==> src/sv/cctt_pkg.sv <==
package cctt_pkg;

  localparam int CYC_W      = 32;
  localparam int HOST_W     = 64;
  localparam int FREQ_W     = 32;
  localparam int RATIO_W    = 8;
  localparam int STATUS_W   = 2;
  localparam int CFG_IDX_W  = 8;
  localparam int CFG_DATA_W = 32;
  localparam int PROD_W     = 62;
  localparam int HPROD_W    = HOST_W + RATIO_W;

  localparam int DIV_STEPS  = 64;
  localparam int DIV_CNT_W  = $clog2(DIV_STEPS);

  localparam logic [29:0]          NS_PER_S      = 30'd1000000000;
  localparam logic [FREQ_W-1:0]    FREQ_RST      = 32'd0;
  localparam logic [31:0]          GAP_LIMIT_RST = 32'd200000000;
  localparam logic [RATIO_W-1:0]   RATIO_RST     = 8'd8;
  localparam logic [31:0]          SLACK_RST     = 32'd1000000;

  localparam logic [STATUS_W-1:0]  ST_FIRST  = 2'd0;
  localparam logic [STATUS_W-1:0]  ST_NOFREQ = 2'd1;
  localparam logic [STATUS_W-1:0]  ST_CYCLES = 2'd2;
  localparam logic [STATUS_W-1:0]  ST_GAP    = 2'd3;

  localparam logic [CFG_IDX_W-1:0] CFG_FREQ      = 8'd0;
  localparam logic [CFG_IDX_W-1:0] CFG_GAP_LIMIT = 8'd1;
  localparam logic [CFG_IDX_W-1:0] CFG_RATIO     = 8'd2;
  localparam logic [CFG_IDX_W-1:0] CFG_SLACK     = 8'd3;

  typedef struct packed {
    logic [CYC_W-1:0]  cycle_sample;
    logic [HOST_W-1:0] host_time_ns;
  } in_t;

  typedef struct packed {
    logic [HOST_W-1:0]   trace_time_ns;
    logic [STATUS_W-1:0] status;
  } out_t;

  typedef struct packed {
    logic load;
    logic mul;
    logic div_init;
    logic div_step;
    logic gap_eval;
    logic update;
  } cmd_t;

  typedef struct packed {
    logic fast;
  } sts_t;

endpackage

==> src/sv/cctt_ctrl.sv <==
module cctt_ctrl (
  input  logic            clk,
  input  logic            rst_n,
  input  logic            in_valid,
  output logic            in_stall,
  input  logic            out_stall,
  output logic            out_valid,
  input  cctt_pkg::sts_t  sts,
  output cctt_pkg::cmd_t  cmd
);

  localparam logic [2:0] S_IDLE  = 3'd0;
  localparam logic [2:0] S_MUL   = 3'd1;
  localparam logic [2:0] S_DINIT = 3'd2;
  localparam logic [2:0] S_DIV   = 3'd3;
  localparam logic [2:0] S_GAP   = 3'd4;
  localparam logic [2:0] S_UPD   = 3'd5;

  localparam logic [cctt_pkg::DIV_CNT_W-1:0] DivLast =
    cctt_pkg::DIV_CNT_W'(cctt_pkg::DIV_STEPS - 1);

  logic [2:0]                     state_r, state_nxt;
  logic [cctt_pkg::DIV_CNT_W-1:0] cnt_r, cnt_nxt;
  logic                           out_valid_r, out_valid_nxt;

  assign in_stall  = (state_r != S_IDLE);
  assign out_valid = out_valid_r;

  always_comb begin
    state_nxt     = state_r;
    cnt_nxt       = cnt_r;
    out_valid_nxt = out_valid_r & out_stall;
    cmd           = '0;
    unique case (state_r)
      S_IDLE: begin
        if (in_valid) begin
          cmd.load  = 1'b1;
          state_nxt = sts.fast ? S_UPD : S_MUL;
        end
      end
      S_MUL: begin
        cmd.mul   = 1'b1;
        state_nxt = S_DINIT;
      end
      S_DINIT: begin
        cmd.div_init = 1'b1;
        cnt_nxt      = '0;
        state_nxt    = S_DIV;
      end
      S_DIV: begin
        cmd.div_step = 1'b1;
        cnt_nxt      = cnt_r + 1'b1;
        if (cnt_r == DivLast) begin
          state_nxt = S_GAP;
        end
      end
      S_GAP: begin
        cmd.gap_eval = 1'b1;
        state_nxt    = S_UPD;
      end
      S_UPD: begin
        if (!out_valid_r || !out_stall) begin
          cmd.update    = 1'b1;
          out_valid_nxt = 1'b1;
          state_nxt     = S_IDLE;
        end
      end
      default: begin
        state_nxt = S_IDLE;
      end
    endcase
  end

  always_ff @(posedge clk) begin
    if (!rst_n) begin
      state_r     <= S_IDLE;
      cnt_r       <= '0;
      out_valid_r <= 1'b0;
    end else begin
      state_r     <= state_nxt;
      cnt_r       <= cnt_nxt;
      out_valid_r <= out_valid_nxt;
    end
  end

  a_fast_path: assert property (@(posedge clk) disable iff (!rst_n)
    (state_r == S_IDLE && in_valid && sts.fast) |=> (state_r == S_UPD))
    else $error("fast path did not go straight to update");

  a_div_end: assert property (@(posedge clk) disable iff (!rst_n)
    (state_r == S_DIV && cnt_r == DivLast) |=> (state_r == S_GAP))
    else $error("divider did not finish after its last step");

  a_upd_out: assert property (@(posedge clk) disable iff (!rst_n)
    (state_r == S_UPD && cmd.update) |=> (out_valid_r && state_r == S_IDLE))
    else $error("update did not present a result");

  a_no_overwrite: assert property (@(posedge clk) disable iff (!rst_n)
    cmd.update |-> (!out_valid_r || !out_stall))
    else $error("pending result overwritten");

endmodule

==> src/sv/cctt_dp.sv <==
module cctt_dp (
  input  logic                               clk,
  input  logic                               rst_n,
  input  logic                               cfg_we,
  input  logic [cctt_pkg::CFG_IDX_W-1:0]     cfg_index,
  input  logic [cctt_pkg::CFG_DATA_W-1:0]    cfg_data,
  input  cctt_pkg::in_t                      in_data,
  input  cctt_pkg::cmd_t                     cmd,
  output cctt_pkg::sts_t                     sts,
  output cctt_pkg::out_t                     out_data
);

  logic [cctt_pkg::FREQ_W-1:0]   freq_r;
  logic [31:0]                   gap_limit_r;
  logic [cctt_pkg::RATIO_W-1:0]  ratio_r;
  logic [31:0]                   slack_r;

  logic                          started_r;
  logic [cctt_pkg::CYC_W-1:0]    prev_cyc_r;
  logic [cctt_pkg::HOST_W-1:0]   prev_host_r;
  logic [cctt_pkg::HOST_W-1:0]   accum_r;

  logic [cctt_pkg::CYC_W-1:0]    dcyc_r;
  logic [cctt_pkg::HOST_W-1:0]   dhost_r;
  logic [cctt_pkg::STATUS_W-1:0] status_r;
  logic [cctt_pkg::PROD_W-1:0]   prod_r;
  logic [cctt_pkg::HPROD_W-1:0]  hprod_r;
  logic [cctt_pkg::HOST_W-1:0]   bound_r;
  logic [31:0]                   rem_r;
  logic [cctt_pkg::HOST_W-1:0]   quo_r;
  cctt_pkg::out_t                out_r;

  logic [cctt_pkg::HOST_W-1:0]   hsat;
  logic [cctt_pkg::HOST_W:0]     bsum;
  logic [32:0]                   rem_sh;
  logic                          rem_ge;
  logic                          gap;
  logic [cctt_pkg::HOST_W-1:0]   addend;
  logic [cctt_pkg::HOST_W-1:0]   accum_nxt;

  assign sts.fast = !started_r || (freq_r == '0);
  assign out_data = out_r;

  assign hsat = (|hprod_r[cctt_pkg::HPROD_W-1:cctt_pkg::HOST_W]) ? '1
              : hprod_r[cctt_pkg::HOST_W-1:0];
  assign bsum = {1'b0, hsat} + {33'b0, slack_r};

  assign rem_sh = {rem_r, quo_r[cctt_pkg::HOST_W-1]};
  assign rem_ge = (rem_sh >= {1'b0, freq_r});

  assign gap = (quo_r > {32'b0, gap_limit_r}) ||
               ((dhost_r != '0) && (quo_r > bound_r));

  assign addend = (status_r == cctt_pkg::ST_GAP) ? dhost_r : quo_r;

  always_comb begin
    unique case (status_r)
      cctt_pkg::ST_FIRST:  accum_nxt = '0;
      cctt_pkg::ST_NOFREQ: accum_nxt = accum_r;
      cctt_pkg::ST_CYCLES,
      cctt_pkg::ST_GAP:    accum_nxt = accum_r + addend;
      default:             accum_nxt = accum_r;
    endcase
  end

  always_ff @(posedge clk) begin
    if (!rst_n) begin
      freq_r      <= cctt_pkg::FREQ_RST;
      gap_limit_r <= cctt_pkg::GAP_LIMIT_RST;
      ratio_r     <= cctt_pkg::RATIO_RST;
      slack_r     <= cctt_pkg::SLACK_RST;
      started_r   <= 1'b0;
      prev_cyc_r  <= '0;
      prev_host_r <= '0;
      accum_r     <= '0;
    end else begin
      if (cfg_we) begin
        unique case (cfg_index)
          cctt_pkg::CFG_FREQ:      freq_r      <= cfg_data;
          cctt_pkg::CFG_GAP_LIMIT: gap_limit_r <= cfg_data;
          cctt_pkg::CFG_RATIO:     ratio_r     <= cfg_data[cctt_pkg::RATIO_W-1:0];
          cctt_pkg::CFG_SLACK:     slack_r     <= cfg_data;
          default: ;
        endcase
      end
      if (cmd.load) begin
        started_r   <= 1'b1;
        prev_cyc_r  <= in_data.cycle_sample;
        prev_host_r <= in_data.host_time_ns;
      end
      if (cmd.update) begin
        accum_r <= accum_nxt;
      end
    end
  end

  always_ff @(posedge clk) begin
    if (cmd.load) begin
      dcyc_r  <= in_data.cycle_sample - prev_cyc_r;
      dhost_r <= in_data.host_time_ns - prev_host_r;
      if (!started_r) begin
        status_r <= cctt_pkg::ST_FIRST;
      end else if (freq_r == '0) begin
        status_r <= cctt_pkg::ST_NOFREQ;
      end else begin
        status_r <= cctt_pkg::ST_CYCLES;
      end
    end
    if (cmd.mul) begin
      prod_r  <= cctt_pkg::PROD_W'(dcyc_r) * cctt_pkg::PROD_W'(cctt_pkg::NS_PER_S);
      hprod_r <= cctt_pkg::HPROD_W'(dhost_r) * cctt_pkg::HPROD_W'(ratio_r);
    end
    if (cmd.div_init) begin
      rem_r   <= '0;
      quo_r   <= cctt_pkg::HOST_W'(prod_r);
      bound_r <= bsum[cctt_pkg::HOST_W] ? '1 : bsum[cctt_pkg::HOST_W-1:0];
    end
    if (cmd.div_step) begin
      rem_r <= rem_ge ? 32'(rem_sh - {1'b0, freq_r}) : rem_sh[31:0];
      quo_r <= {quo_r[cctt_pkg::HOST_W-2:0], rem_ge};
    end
    if (cmd.gap_eval) begin
      status_r <= gap ? cctt_pkg::ST_GAP : cctt_pkg::ST_CYCLES;
    end
    if (cmd.update) begin
      out_r.trace_time_ns <= accum_nxt;
      out_r.status        <= status_r;
    end
  end

endmodule

==> src/sv/cycle_count_to_trace_time.sv <==
// The first sample or a zero frequency goes from the input transaction straight to update.
// Otherwise: multiply, divider setup, 64 restoring divide steps, gap test, update.
// Input stalls until update, which a stalled pending result holds off; the divider dominates.
// A finished result waits in the output register while the next transaction is taken.
// Reset is synchronous and active low; it clears the trace state and loads register defaults.
module cycle_count_to_trace_time (
  input  logic                            clk,
  input  logic                            rst_n,
  input  logic                            in_valid,
  output logic                            in_stall,
  input  cctt_pkg::in_t                   in_data,
  output logic                            out_valid,
  input  logic                            out_stall,
  output cctt_pkg::out_t                  out_data,
  input  logic                            cfg_valid,
  output logic                            cfg_ready,
  input  logic [cctt_pkg::CFG_IDX_W-1:0]  cfg_index,
  input  logic [cctt_pkg::CFG_DATA_W-1:0] cfg_data
);

  cctt_pkg::cmd_t cmd;
  cctt_pkg::sts_t sts;

  assign cfg_ready = 1'b1;

  cctt_ctrl u_ctrl (
    .clk       (clk),
    .rst_n     (rst_n),
    .in_valid  (in_valid),
    .in_stall  (in_stall),
    .out_stall (out_stall),
    .out_valid (out_valid),
    .sts       (sts),
    .cmd       (cmd)
  );

  cctt_dp u_dp (
    .clk       (clk),
    .rst_n     (rst_n),
    .cfg_we    (cfg_valid & cfg_ready),
    .cfg_index (cfg_index),
    .cfg_data  (cfg_data),
    .in_data   (in_data),
    .cmd       (cmd),
    .sts       (sts),
    .out_data  (out_data)
  );

endmodule

==> config.mk <==
export PLATFORM = sky130hd
export DESIGN_NAME = cycle_count_to_trace_time
export DESIGN_NICKNAME = d
export VERILOG_FILES = /design/src/sv/cctt_pkg.sv /design/src/sv/cctt_ctrl.sv /design/src/sv/cctt_dp.sv /design/src/sv/cycle_count_to_trace_time.sv
export SDC_FILE = /design/constraint.sdc
export NUM_CORES = 2
export LEC_CHECK = 0
export BUFFER_PORTS_ARGS = -buffer_cell sky130_fd_sc_hd__buf_4
export CORE_ASPECT_RATIO = 0.8
export CORE_MARGIN = 2
export CORE_UTILIZATION = 38
export CTS_BUF_LIST = sky130_fd_sc_hd__clkbuf_8
export DETAILED_ROUTE_END_ITERATION = 12
export HOLD_SLACK_MARGIN = 0.1
export MAX_ROUTING_LAYER = met4
export SYNTH_ARGS = -nofsm -noshare
export SYNTH_HDL_FRONTEND = slang
export SYNTH_SLANG_ARGS = --single-unit
==> constraint.sdc <==
create_clock -name clk -period 9.7 [get_ports clk]
set_input_delay 0.97 -clock clk [delete_from_list [all_inputs] [get_ports clk]]
set_output_delay 0.97 -clock clk [all_outputs]
set_load 0.005 [all_outputs]
==> impl_results.md <==
* Chip Height at 394 µm
* EDFF count, synth at 449
* Final Cycle Share at 74.8%
* Fill count at 18900
* Clock slew at reported path FFs at 0.06 ns
* Worst-margin pin slew at 1.33 ns
* Worst path required time at 10.33 ns
* Share of cells above drive strength 1 at 7.42%
* Max-cap viol count at 0
* Max transition margin at 11.0%
* Fin. Hold Viols at 0
* Fin. max-slew vios at 0
* Die Area at 0.193 mm²
* Sink Count at 724
* Max Clk Rate at 138 MHz
* Yosys reg bits at 724
* Bufs on Longest Clock Path at 3
* Multi-input gate area at 0.0477 mm²
* CTS Root Cell: clkbuf_8
* First-pass GRT wire length at 342000 µm
* Slowest-stage cell, CP: edfxtp_1
* RePlAce Congestion at 0.956
* CP endpoint kind: register
* Most used cell along the critical path: fa_1
* # IOs at 210
* Post-layout util at 41.6%
* Syn Area/Cell at 9.10 µm²
* NumNets Final at 9455
* Post-CTS sizing at 0
* Hold Crit Class: input pin to register
* Layout Cells excl Fill at 10600
* WL/cell at 20.8 µm
* Setup violators final at 0
* Count leader, synth: nand2_1
* CP Class: register to register
* H-tree levels at 4
* Critical Path Max Stage Delay at 0.61 ns
* Critical path arrival at 7.88 ns
* CTS Buf Count at 139
* Antenna violations before repair at 15
* Netlist area before placement at 0.0722 mm²
* Core area at 0.189 mm²
* Cells after DPL at 10300
* DR iter-0 viols at 4947
* Synth area leaders: fa_1, edfxtp_1, ha_1
* Vias per cell at 5.34
* WP buf/inv at 4
* Vias in the first global route at 56000
* Layout Skew at 0.0565 ns
* Synth async-reset ratio at 0%
* Synth-to-Final Area Change at 9.20%
* Cell Chain, Critical Path: inv_1 -> fa_1 -> fa_1 -> fa_1 -> fa_1 -> fa_1 -> inv_1 -> fa_1 -> inv_1 -> fa_1 -> inv_1 -> ha_1 -> nand4_1 -> nor3_1 -> nor4b_1 -> a22oi_1 -> a41oi_1 -> a211oi_1 -> nor3_1 -> nor2b_1 -> o31ai_1 -> xor2_1
* Largest net degree at the start of global routing at 122
* CP top delay family: adder cells
* Vias post-DR at 56700
* Total detailed-routing wirelength at 221000 µm
* Insertion delay to the later sink of the worst-skew pair at 0.92 ns
* Rows at 143
* Antenna-violating nets left at 0
* Post-CTS Hold Buffers at 0
* RSZ-0062 raised after global routing: no
* DRC at 0
* Sequential share of the synthesized area at 26.3%
* Post-route minimum period at 7.25 ns
* Pre-antenna DRT Iters at 6
* Mapped Cells at 7929
* Die W at 491 µm
* Sequential Area at 0.0190 mm²
* Crit path max fanout at 8
* I/O Buffers at 208
* CTS tree: done
* GRT overflow at 0
* Synth cell types at 95
* Gr usage total at 23.4%
* Yosys warns at 0
* Synth cell count leaders: nand2_1, inv_1, fa_1
* Status: finished, final reports clean
* Post-synth top area share at 19.1%
* Initial Util at 38.1%
* Fin Setup TNS at 0 ns
* CP Launch Type: register
* Syn nets at 9434
* Post-CTS setup repair buffer count at 0
* HPWL after DPL at 175000 µm
* Top_reg_cell synth: edfxtp_1
* Area leader, netlist: fa_1
[final cells by class]
cell class,instances,area share (%)
multi-input combinational,5731,60.5
sequential,724,24.1
inverter,1103,5.27
tap,2537,4.03
clock buffer,156,2.72
timing repair buffer,251,2.40
clock inverter,103,0.916
antenna,12,0.0381
[cell families after synthesis]
family / after synthesis / share of synthesized area (%)
muxes: 106 / 1.58
and+or+nand+nor: 2335 / 15.0
other: 1 / 0.00520
AOI/OAI and AO/OA: 1612 / 14.8
DFF: 724 / 26.3
buffers and inverters: 1474 / 7.71
adders and majority gates: 1364 / 30.8
xor gates and xnor gates: 313 / 3.80
[through the flow]
stage	instance area (µm²)	hold slack, ns	worst slack, ns
finish	78800	0.340	2.45
floorplan	72200	0.424	3.26
global route	78800	0.284	1.89
CTS	78800	0.254	2.46
global placement	75900	0.452	2.51
detailed placement	75900	0.458	2.46
[worst reg2reg max path, stage by stage (launching register included)]
cell      delay [ns]
edfxtp_1        0.61
inv_1           0.17
fa_1            0.58
fa_1            0.43
fa_1            0.54
fa_1            0.43
fa_1            0.48
inv_1           0.05
fa_1            0.47
inv_1           0.05
fa_1            0.47
inv_1           0.04
ha_1            0.41
nand4_1         0.21
nor3_1          0.26
nor4b_1         0.27
a22oi_1         0.16
a41oi_1         0.47
a211oi_1        0.18
nor3_1          0.20
nor2b_1         0.11
o31ai_1         0.30
xor2_1          0.11
[final timing paths]
check	end	start	slack [ns]	depth (start not counted)
worst max-delay path	u_dp.prod_r[59]	u_dp.dcyc_r[2]	2.45	22
worst min-delay path	u_dp.slack_r[14]	cfg_data[14]	0.34	3
worst max register to register	u_dp.prod_r[59]	u_dp.dcyc_r[2]	2.45	22
worst min register to register	u_dp.prev_host_r[43]	u_dp.prev_host_r[43]	0.46	2
[cells in the final DEF, fill, tap and decap left out, types with 250 or more instances in the layout]
cell | Yosys | layout
dfxtp_1 | 275 | 270
nand2_1 | 1239 | 1236
fa_1 | 689 | 689
nor2_1 | 255 | 254
a21oi_1 | 423 | 422
ha_1 | 675 | 675
o21ai_0 | 274 | 274
buf_4 | 3 | 250
inv_1 | 1101 | 1148
edfxtp_1 | 449 | 449
[registers in the layout, summed over array words and instances, names as in the netlist, 8 cells and up]
name              count
u_dp.hprod_r         72
u_dp.out_data        66
u_dp.accum_r         64
u_dp.bound_r         64
u_dp.dhost_r         64
u_dp.prev_host_r     64
u_dp.quo_r           64
u_dp.prod_r          53
u_dp.dcyc_r          32
u_dp.freq_r          32
u_dp.gap_limit_r     32
u_dp.prev_cyc_r      32
u_dp.rem_r           32
u_dp.slack_r         32
u_dp.ratio_r          8
[routing by layer]
metal | track usage, % | up-vias | wire length (µm)
met3 | 4.23 | 257 | 15400
li1 | - | 26700 | -
met1 | 35.0 | 28000 | 111000
met4 | 5.31 | 0 | 4540
met2 | 32.5 | 1773 | 90100
met5 | - | - | 0
Power is left out: the tool's default activity adds up to more than one toggle a clock period on the data nets, which glitch-free logic cannot reach.
